===== src/rtl/nvp_pkg.sv =====
package nvp_pkg;

    typedef enum logic [9:0] {
        PH_NL0   = 10'b00_0000_0001,
        PH_NL1   = 10'b00_0000_0010,
        PH_NL2   = 10'b00_0000_0100,
        PH_NL3   = 10'b00_0000_1000,
        PH_VL0   = 10'b00_0001_0000,
        PH_VL1   = 10'b00_0010_0000,
        PH_VL2   = 10'b00_0100_0000,
        PH_VL3   = 10'b00_1000_0000,
        PH_NAME  = 10'b01_0000_0000,
        PH_VALUE = 10'b10_0000_0000
    } t_phase;

    typedef logic [3:0] t_event;

    localparam t_event EV_LEN        = 4'd0;
    localparam t_event EV_NAME       = 4'd1;
    localparam t_event EV_VALUE      = 4'd2;
    localparam t_event EV_NAME_LONG  = 4'd3;
    localparam t_event EV_VALUE_LONG = 4'd4;
    localparam t_event EV_IGNORED    = 4'd5;
    localparam t_event EV_END_OK     = 4'd6;
    localparam t_event EV_TRUNC      = 4'd7;
    localparam t_event EV_END_ERR    = 4'd8;

    localparam logic [7:0] LONG_LEN_FLAG = 8'h80;
    localparam logic [7:0] LONG_LEN_MASK = 8'h1f;

    // Lengths keep their low 16 bits; any set bit above them is folded into a flag.
    typedef struct packed {
        t_phase      phase;
        logic        name_hi_nz;
        logic [15:0] name_len;
        logic        value_hi_nz;
        logic [15:0] value_len;
        logic [15:0] field_count;
        logic        error_seen;
    } t_state;

    localparam t_state STATE_RESET = '{
        phase:       PH_NL0,
        name_hi_nz:  1'b0,
        name_len:    16'd0,
        value_hi_nz: 1'b0,
        value_len:   16'd0,
        field_count: 16'd0,
        error_seen:  1'b0
    };

    typedef struct packed {
        t_event      event_res;
        logic [7:0]  byte_out;
        logic [15:0] offset;
        logic [7:0]  name_length;
        logic [15:0] value_length;
        logic        pair_done;
    } t_result;

endpackage


===== src/rtl/nvp_decode.sv =====
module nvp_decode #(
    parameter int NAME_MAX = 128
) (
    input  nvp_pkg::t_state  i_state,
    input  logic             i_operation,
    input  logic [7:0]       i_data_byte,
    output nvp_pkg::t_state  o_state,
    output nvp_pkg::t_result o_result
);

    localparam logic [15:0] NAME_LIMIT = 16'(NAME_MAX);

    nvp_pkg::t_state n_st;
    nvp_pkg::t_event ev;
    logic [15:0]     off;
    logic [15:0]     count_inc;
    logic            done;
    logic            long_len;
    logic            low_bits_nz;
    logic            value_hi;

    assign count_inc   = i_state.field_count + 16'd1;
    assign long_len    = (i_data_byte & nvp_pkg::LONG_LEN_FLAG) != 8'd0;
    assign low_bits_nz = (i_data_byte & nvp_pkg::LONG_LEN_MASK) != 8'd0;
    assign value_hi    = i_state.value_hi_nz || (i_data_byte != 8'd0);

    always_comb begin
        n_st = i_state;
        ev   = nvp_pkg::EV_LEN;
        off  = 16'd0;
        done = 1'b0;
        if (i_operation) begin
            if (i_state.error_seen) begin
                ev = nvp_pkg::EV_END_ERR;
            end else if (i_state.phase != nvp_pkg::PH_NL0) begin
                ev = nvp_pkg::EV_TRUNC;
            end else begin
                ev = nvp_pkg::EV_END_OK;
            end
            n_st = nvp_pkg::STATE_RESET;
        end else if (i_state.error_seen) begin
            ev = nvp_pkg::EV_IGNORED;
        end else begin
            unique case (i_state.phase)
                nvp_pkg::PH_NL1: begin
                    n_st.name_hi_nz = i_state.name_hi_nz || (i_data_byte != 8'd0);
                    n_st.phase      = nvp_pkg::PH_NL2;
                end
                nvp_pkg::PH_NL2: begin
                    n_st.name_len = i_state.name_len | {i_data_byte, 8'd0};
                    n_st.phase    = nvp_pkg::PH_NL3;
                end
                nvp_pkg::PH_NL3: begin
                    n_st.name_len = i_state.name_len | {8'd0, i_data_byte};
                    if (i_state.name_hi_nz || (n_st.name_len > NAME_LIMIT)) begin
                        ev              = nvp_pkg::EV_NAME_LONG;
                        n_st.error_seen = 1'b1;
                    end else begin
                        n_st.phase = nvp_pkg::PH_VL0;
                    end
                end
                nvp_pkg::PH_VL0: begin
                    if (long_len) begin
                        n_st.value_hi_nz = low_bits_nz;
                        n_st.value_len   = 16'd0;
                        n_st.phase       = nvp_pkg::PH_VL1;
                    end else begin
                        n_st.value_hi_nz = 1'b0;
                        n_st.value_len   = {8'd0, i_data_byte};
                        n_st.field_count = 16'd0;
                        if (i_state.name_len != 16'd0) begin
                            n_st.phase = nvp_pkg::PH_NAME;
                        end else if (n_st.value_len != 16'd0) begin
                            n_st.phase = nvp_pkg::PH_VALUE;
                        end else begin
                            n_st.phase = nvp_pkg::PH_NL0;
                            done       = 1'b1;
                        end
                    end
                end
                nvp_pkg::PH_VL1: begin
                    if (value_hi) begin
                        ev               = nvp_pkg::EV_VALUE_LONG;
                        n_st.value_hi_nz = 1'b1;
                        n_st.error_seen  = 1'b1;
                    end else begin
                        n_st.phase = nvp_pkg::PH_VL2;
                    end
                end
                nvp_pkg::PH_VL2: begin
                    n_st.value_len = i_state.value_len | {i_data_byte, 8'd0};
                    n_st.phase     = nvp_pkg::PH_VL3;
                end
                nvp_pkg::PH_VL3: begin
                    n_st.value_len   = i_state.value_len | {8'd0, i_data_byte};
                    n_st.field_count = 16'd0;
                    if (i_state.name_len != 16'd0) begin
                        n_st.phase = nvp_pkg::PH_NAME;
                    end else if (n_st.value_len != 16'd0) begin
                        n_st.phase = nvp_pkg::PH_VALUE;
                    end else begin
                        n_st.phase = nvp_pkg::PH_NL0;
                        done       = 1'b1;
                    end
                end
                nvp_pkg::PH_NAME: begin
                    ev               = nvp_pkg::EV_NAME;
                    off              = i_state.field_count;
                    n_st.field_count = count_inc;
                    if (count_inc == i_state.name_len) begin
                        n_st.field_count = 16'd0;
                        if (i_state.value_len == 16'd0) begin
                            n_st.phase = nvp_pkg::PH_NL0;
                            done       = 1'b1;
                        end else begin
                            n_st.phase = nvp_pkg::PH_VALUE;
                        end
                    end
                end
                nvp_pkg::PH_VALUE: begin
                    ev               = nvp_pkg::EV_VALUE;
                    off              = i_state.field_count;
                    n_st.field_count = count_inc;
                    if (count_inc == i_state.value_len) begin
                        n_st.field_count = 16'd0;
                        n_st.phase       = nvp_pkg::PH_NL0;
                        done             = 1'b1;
                    end
                end
                default: begin
                    n_st.field_count = 16'd0;
                    n_st.value_len   = 16'd0;
                    n_st.value_hi_nz = 1'b0;
                    if (long_len) begin
                        n_st.name_len   = 16'd0;
                        n_st.name_hi_nz = low_bits_nz;
                        n_st.phase      = nvp_pkg::PH_NL1;
                    end else begin
                        n_st.name_len   = {8'd0, i_data_byte};
                        n_st.name_hi_nz = 1'b0;
                        n_st.phase      = nvp_pkg::PH_VL0;
                        if (n_st.name_len > NAME_LIMIT) begin
                            ev              = nvp_pkg::EV_NAME_LONG;
                            n_st.error_seen = 1'b1;
                        end
                    end
                end
            endcase
        end
    end

    always_comb begin
        o_state = n_st;
        if (i_operation) begin
            o_result              = '0;
            o_result.event_res    = ev;
        end else begin
            o_result.event_res    = ev;
            o_result.byte_out     = i_data_byte;
            o_result.offset       = off;
            o_result.name_length  = n_st.name_len[7:0];
            o_result.value_length = n_st.value_len;
            o_result.pair_done    = done;
        end
    end

endmodule


===== src/rtl/name_value_pair_stream_parser_unit.sv =====
// Name-value pair stream parser.
// The input channel (i_in_valid / o_in_ready) carries one word per item: i_operation
// selects a stream byte in i_data_byte or the end-of-parameters marker.
// The output channel (o_out_valid / i_out_ready) returns exactly one result word per
// input word: an event code, the byte passed through, its offset in its field,
// the decoded name and value lengths and a pair-complete flag.
// Each word is decoded combinationally by the parse step logic and lands in the
// output register, so the result appears in the cycle after acceptance.
// A new word is accepted every cycle while the result register is empty or
// being drained in the same cycle, giving one word per cycle sustained.
// When the receiver stalls, the held result stays unchanged and o_in_ready drops
// until the result is taken; no word is lost or repeated.
// Synchronous reset clears the parse state to expect a name length and empties
// the output register. An end marker reports how the stream ended and then
// returns the parse state to its reset values.
module name_value_pair_stream_parser_unit #(
    parameter int NAME_MAX = 128
) (
    input  logic        i_clk,
    input  logic        i_rst_n,
    input  logic        i_in_valid,
    output logic        o_in_ready,
    input  logic        i_operation,
    input  logic [7:0]  i_data_byte,
    output logic        o_out_valid,
    input  logic        i_out_ready,
    output logic [3:0]  o_event_res,
    output logic [7:0]  o_byte_out,
    output logic [15:0] o_offset,
    output logic [7:0]  o_name_length,
    output logic [15:0] o_value_length,
    output logic        o_pair_done
);

    nvp_pkg::t_state  r_state;
    nvp_pkg::t_state  n_state;
    nvp_pkg::t_result r_result;
    nvp_pkg::t_result n_result;
    logic             r_out_valid;
    logic             accept;

    nvp_decode #(
        .NAME_MAX(NAME_MAX)
    ) u_decode (
        .i_state     (r_state),
        .i_operation (i_operation),
        .i_data_byte (i_data_byte),
        .o_state     (n_state),
        .o_result    (n_result)
    );

    assign o_in_ready = !r_out_valid || i_out_ready;
    assign accept     = i_in_valid && o_in_ready;

    always_ff @(posedge i_clk) begin
        if (!i_rst_n) begin
            r_state     <= nvp_pkg::STATE_RESET;
            r_out_valid <= 1'b0;
        end else if (accept) begin
            r_state     <= n_state;
            r_out_valid <= 1'b1;
        end else if (i_out_ready) begin
            r_out_valid <= 1'b0;
        end
    end

    always_ff @(posedge i_clk) begin
        if (accept) begin
            r_result <= n_result;
        end
    end

    assign o_out_valid    = r_out_valid;
    assign o_event_res    = r_result.event_res;
    assign o_byte_out     = r_result.byte_out;
    assign o_offset       = r_result.offset;
    assign o_name_length  = r_result.name_length;
    assign o_value_length = r_result.value_length;
    assign o_pair_done    = r_result.pair_done;

endmodule


===== config.mk =====
export PLATFORM = sky130hd
export DESIGN_NAME = name_value_pair_stream_parser_unit
export DESIGN_NICKNAME = d
export VERILOG_FILES = /design/src/rtl/nvp_pkg.sv /design/src/rtl/nvp_decode.sv /design/src/rtl/name_value_pair_stream_parser_unit.sv
export SDC_FILE = /design/constraint.sdc
export NUM_CORES = 1
export LEC_CHECK = 0
export ABC_AREA = 1
export BUFFER_PORTS_ARGS = -buffer_cell sky130_fd_sc_hd__buf_2
export CAP_MARGIN = 20
export CORE_MARGIN = 1.5
export CORE_UTILIZATION = 45
export CTS_CLUSTER_SIZE = 24
export DETAILED_ROUTE_END_ITERATION = 8
export HOLD_SLACK_MARGIN = 0.03
export PLACE_DENSITY = 0.71
export SLEW_MARGIN = 40
export SYNTH_ARGS = -nofsm -noshare
export SYNTH_HDL_FRONTEND = slang
export SYNTH_SLANG_ARGS = --single-unit

===== constraint.sdc =====
create_clock -name i_clk -period 2.66 [get_ports i_clk]
set_clock_uncertainty 0.2 [all_clocks]
set_input_delay 0.266 -clock i_clk [delete_from_list [all_inputs] [get_ports i_clk]]
set_output_delay 0.266 -clock i_clk [all_outputs]
set_load 0.03 [all_outputs]

; Word level (Yosys, flattened, before mapping)
; Cells that the tools add are included.
[word_totals]
ff_bits = 115
in_bits = 13
output_inout_bits = 55
word_cells = 122
[op_classes]
n_addsub = 1
magnitude_cmp = 2
eq_ne = 23
muxes = 49
bitwise_logic = 5
reduce_logical = 27
[op_table]
columns = cell, count
row1 = $pmux W16 S4, 2
row2 = $mux W61, 2
row3 = $mux W10, 10
row4 = $pmux W10 S9, 1
row5 = $mux W16, 3
row6 = $pmux W16 S3, 1
row7 = $eq A16 B16 Y1, 2
row8 = $or A16 B16 Y16, 2
row9 = $or A16 B8 Y16, 2
row10 = $reduce_bool A16 Y1, 2
row11 = $mux W22, 1
row12 = $reduce_or A7 Y1, 3
row13 = $pmux W4 S5, 1
row14 = $mux W17, 1
row15 = $add A16 B1 Y16 const B, 1
row16 = $gt A16 B8 Y1 const B, 1
row17 = $logic_not A16 Y1, 1
row18 = $mux W1, 16
row19 = $reduce_bool A8 Y1, 2
row20 = $mux W4, 3
row21 = $eq A10 B10 Y1 const B, 1
row22 = $eq A10 B2 Y1 const B, 1
row23 = $eq A10 B3 Y1 const B, 1
row24 = $eq A10 B4 Y1 const B, 1
row25 = other kinds (29), 46

; Depth between registers and ports, before layout
[depth]
depth_word = 7
depth_mapped = 18
depth_no_buf = 17

; Cells and area by module
; Synthesis repeated with hierarchy kept, for this count alone.
[hier_totals]
cells_unflattened = 1278
hier_area_um2 = 8689.6
[modules_own_cells]
columns = mod, n_inst, cells_per_inst, area_each_um2, seq_area_each_um2
row1 = name_value_pair_stream_parser_unit, 1, 457, 4655.7, 2832.7
row2 = nvp_decode, 1, 821, 4033.9, 0.0

; Worst setup path after synthesis
; No wires, ideal clock.
[synth_timing]
path_kind = reg2reg
startpoint = reg r_out_valid (netlist: o_out_valid)
endpoint = reg r_result, in the netlist o_byte_out[0] (enable)
setup_ps = 438
arrival_time_ps = 2674
required_ps = 2022
setup_slack_ps = -652
path_stages_with_launch = 5
path_buffers = 1
period_less_slack_ps = 3312
cell_sequence = dfxtp_1 -> nand2_1 -> nand2_1 -> clkinv_1 -> clkbuf_1
[synth_via]
elab_chain_cells = 3
[synth_lines]
columns = element, line
row1 = start: declaration, name_value_pair_stream_parser_unit.sv:39  ; logic r_out_valid;
row2 = start signal: assignment, name_value_pair_stream_parser_unit.sv:58  ; r_out_valid <= 1'b0;
row3 = start signal: assignment, name_value_pair_stream_parser_unit.sv:61  ; r_out_valid <= 1'b1;
row4 = start signal: assignment, name_value_pair_stream_parser_unit.sv:63  ; r_out_valid <= 1'b0;
row5 = $logic_not A1 Y1, name_value_pair_stream_parser_unit.sv:52  ; assign o_in_ready = !r_out_valid || i_out_ready;
row6 = $logic_or A1 B1 Y1, name_value_pair_stream_parser_unit.sv:52
row7 = named net o_in_ready, name_value_pair_stream_parser_unit.sv:22  ; output logic o_in_ready,
row8 = $logic_and A1 B1 Y1, name_value_pair_stream_parser_unit.sv:53  ; assign accept = i_in_valid && o_in_ready;
row9 = named net accept, name_value_pair_stream_parser_unit.sv:40  ; logic accept;
row10 = end signal: assignment, name_value_pair_stream_parser_unit.sv:69  ; r_result <= n_result;
row11 = end: declaration, name_value_pair_stream_parser_unit.sv:37  ; nvp_pkg::t_result r_result;
; The timed path passes the listed nets, and every way through them passes these cells.
; A chain may end at the register's enable or synchronous reset.

; Final worst setup path
[layout_timing]
startpoint = reg r_state[52] in the netlist's numbering
endpoint = reg r_result, in the netlist o_name_length[6], data pin
[layout_via]
elab_chain_cells = 5
elab_cells_between_ends = 13
classes_between = eq/ne: 9 / mux: 3 / reduce/logical: 1
[layout_lines]
columns = element, line
row1 = start: declaration, name_value_pair_stream_parser_unit.sv:35  ; nvp_pkg::t_state r_state;
row2 = start signal: assignment, name_value_pair_stream_parser_unit.sv:57  ; r_state <= nvp_pkg::STATE_RESET;
row3 = start signal: assignment, name_value_pair_stream_parser_unit.sv:60  ; r_state <= n_state;
row4 = $eq A10 B2 Y1 (tied with other cells), nvp_decode.sv:44  ; unique case (i_state.phase)
row5 = $reduce_or A7 Y1 (no line), n/a
row6 = $pmux W16 S3 *, nvp_decode.sv:44
row7 = $mux W61 *, nvp_decode.sv:41  ; end else if (i_state.error_seen) begin
row8 = $mux W61 *, nvp_decode.sv:32  ; if (i_operation) begin
; Mark *: on every way between the ends. The rest lies on a longest branch, timed or not. The select of a mux whose other input is x is not followed.

==> results.py <==
metrics = {
    "die": {
        "die_area_um2": 16200,
        "die_w_um": 127,
        "die_y_um": 127,
        "rows": 45,
        "coreArea_um2": 15100,
        "start_util_pct": 45.9,
        "io_pins": 68,
    },
    "placed_design": {
        "gp_congestion": 0.990,
        "port_buffers": 67,
        "hpwlAfterDp_mm": 16.2,
        "pre_cts_ws_ns": 0.0831,
    },
    "yosys": {
        "synth_async_sr_flop_share_pct": 0,
        "synth_edf_count": 53,
        "yosysWarnings": 0,
        "yosys.area.top_type": "edfxtp_1",
        "ys_seq_elements": 115,
        "ys.flop_type": "dfxtp_1",
        "netlist_top_cells_area": "edfxtp_1, dfxtp_1, nand2_1, nand3_1, inv_1",
        "synth_cells": 985,
        "yosysMostFrequentCell": "nand2_1",
        "synthTopCellsByCount": "nand2_1, inv_1, nor2_1, nand3_1, dfxtp_1",
        "synth_area_um2": 6960,
        "synth_fp_nets": 999,
        "avgSynthCellArea_um2": 7.06,
        "yosysTopAreaCellShare_pct": 22.9,
        "synth.distinct_cells": 46,
        "yosysSeqAreaShare_pct": 40.7,
    },
    "sta": {
        "rsz0062_at_grt": "true",
        "setup_ws_ns": 0.134,
        "period_needed_ns": 2.53,
        "finalSetupViolations": 0,
        "fmax_mhz": 396,
        "slew_headroom_pct": 62.9,
        "final.period_utilization_pct": 95.0,
        "hold_viol": 0,
        "worst_pin_slew_ns": 0.555,
        "drv_slew": 0,
    },
    "cells_and_area": {
        "final_core_util_pct": 56.4,
        "syn_to_final_growth_pct": 22.8,
        "num-nets-final": 1121,
        "layout-drive-gt1-share_pct": 19.7,
        "antenna_cells": 0,
    },
    "power": {
        "leakage_nw": 3.66,
        "power_density_nw_per_um2": 582,
        "ir_drop_mv": 0.405,
    },
    "clocking": {
        "clk_path_buf_depth": 2,
        "clockRootBuffer": "clkbuf_16",
        "htreeDepth": 4,
        "clock_latency_ns": 0.43,
        "cts_made_buffers": 17,
        "cts.sinks": 115,
        "clkTransAtPathRegs_ns": 0.05,
        "cts_tree": "built",
    },
    "run": {
        "maxCapViolCount": 0,
    },
    "routing": {
        "drc_errors": 0,
        "postRouteWirelength_mm": 22.1,
        "drt_first_iter_violations": 790,
        "drt-pass1-iter-count": 6,
        "route.vias.total": 7375,
        "ant_nets": 0,
        "via_per_inst": 5.64,
        "wl_per_cell_um": 16.9,
    },
    "grt": {
        "grt_pass1_vias": 6704,
        "grt_pass1_wl_mm": 34.4,
        "grt_util_met2_pct": 42.9,
        "grt_util_met1_pct": 35.8,
        "grt_antenna_before_repair": 0,
        "track_usage_pct": 27.6,
        "grt_overflow": 0,
        "grt_max_degree": 35,
        "busiest_layer": "met2",
        "use_met3_pct": 6.41,
    },
    "setup_path": {
        "cp_data_arrival_time_ns": 2.43,
        "path_max_fanout": 7,
        "rrSetupSlack_ns": 0.13,
        "path_class": "reg -> reg",
        "cp-start-kind": "flop",
        "critPathLaunch": "r_state[52]",
        "reg2reg_depth": 11,
        "required_ns": 2.56,
        "reg2reg_to": "o_name_length[6]",
        "r2r_start": "r_state[52]",
        "cp-end-kind": "flop",
        "crit_end": "o_name_length[6]",
    },
    "worst_hold_path": {
        "hold_path_class": "in -> reg",
    },
    "outcome": {
        "status": "completed",
    },
}
cell usage in the layout (no fill, tap or decap), types with 4 or more instances in the layout:
cell type	instances
clkbuf_1	6
o21ai_0	50
buf_4	53
nand3_1	94
nand2_1	247
o21bai_1	4
nor4_1	5
o22ai_1	11
nor2_4	7
inv_2	7
nor3_1	17
nand2_4	7
nor2_2	11
nor2_1	112
clkbuf_16	18
o211ai_1	11
edfxtp_1	53
nand2_2	21
nand4_1	30
clkbuf_8	5
nand3_2	4
a21oi_1	57
dfxtp_1	59
buf_2	67
inv_1	115
dlygate4sd3_1	7
metal layers:
metal / part of all wire, % / routed length, µm
met3: 8.8 / 1950
met5: 0 / 0
met1: 41 / 9160
met2: 46 / 10100
met4: 4.0 / 878
per-stage QoR:
stage                     power, mW  TNS, ns  hold slack [ns]  area, µm²  std cells
final                          4.97        0           0.0859       8550       1308
after detailed placement       2.81        0            0.270       7780       1260
after global routing           5.15  -0.0399           0.0835       8550       1308
after floorplan                2.57        0            0.207       6960        985
after CTS                      4.96        0           0.0756       8410       1299
after global placement         2.81        0            0.269       7780       1260
registers in the layout (all words and copies together), names as in the netlist:
register and flops:
o_byte_out 8, o_event_res 4, o_name_length 8, o_offset 16
o_out_valid 1, o_pair_done 1, o_value_length 16, r_state 61
area by class of cell:
type	instances	area, µm²
timing repair buffer	130	863
multi-input combinational	720	3590
clock inverter	3	17.5
fill	1440	6600
inverter	123	465
tap	188	235
sequential	115	2840
clock buffer	29	542
worst min-delay path by stage:
| stage | from | endpoint | slack [ns] | cells after the start |
|---|---|---|---|---|
| floorplan | i_data_byte[0] | r_state[42] | 0.21 | 2 |
| global placement | r_state[37] | r_state[37] | 0.27 | 2 |
| detailed placement | r_state[37] | r_state[37] | 0.27 | 2 |
| CTS | i_data_byte[3] | r_state[45] | 0.08 | 4 |
| global route | i_data_byte[3] | r_state[45] | 0.08 | 4 |
| finish | i_data_byte[3] | r_state[45] | 0.09 | 4 |
cell families (layout without fill, tap and decap cells):
| group | count (synthesis) | count (layout) | share of synthesized area (%) |
|---|---|---|---|
| and+or+nand+nor | 565 | 568 | 37.2 |
| buffers and inverters | 153 | 285 | 8.94 |
| AOI/OAI and AO/OA | 145 | 145 | 11.8 |
| DFF | 115 | 115 | 40.7 |
| xor gates and xnor gates | 6 | 6 | 1.15 |
| adders and majority gates | 1 | 1 | 0.180 |
critical path: stages, from the launching register on:
cell,delay (ns)
dfxtp_1,0.39
nor2_2,0.07
nand2_2,0.15
nor2_2,0.09
nand3_1,0.11
nand2_1,0.11
nor3_2,0.27
nand3_2,0.18
inv_1,0.16
o21ai_0,0.15
nand3_1,0.11
o21ai_0,0.21
power breakdown:
part | leakage [nW] | internal (mW) | switching [mW]
combinational | 2.35 | 0.258 | 0.567
sequential | 1.04 | 1.94 | 0.0548
clock | 0.273 | 1.37 | 0.787
repair_timing:
action | in CTS | in global routing
setup endpoints to repair | 0 | 35
hold buffers | 7 | 0
hold endpoints to repair | 7 | 0
resized for setup | 0 | 16
buffers inserted | 0 | 6
Power figures use the tool's default switching activity.
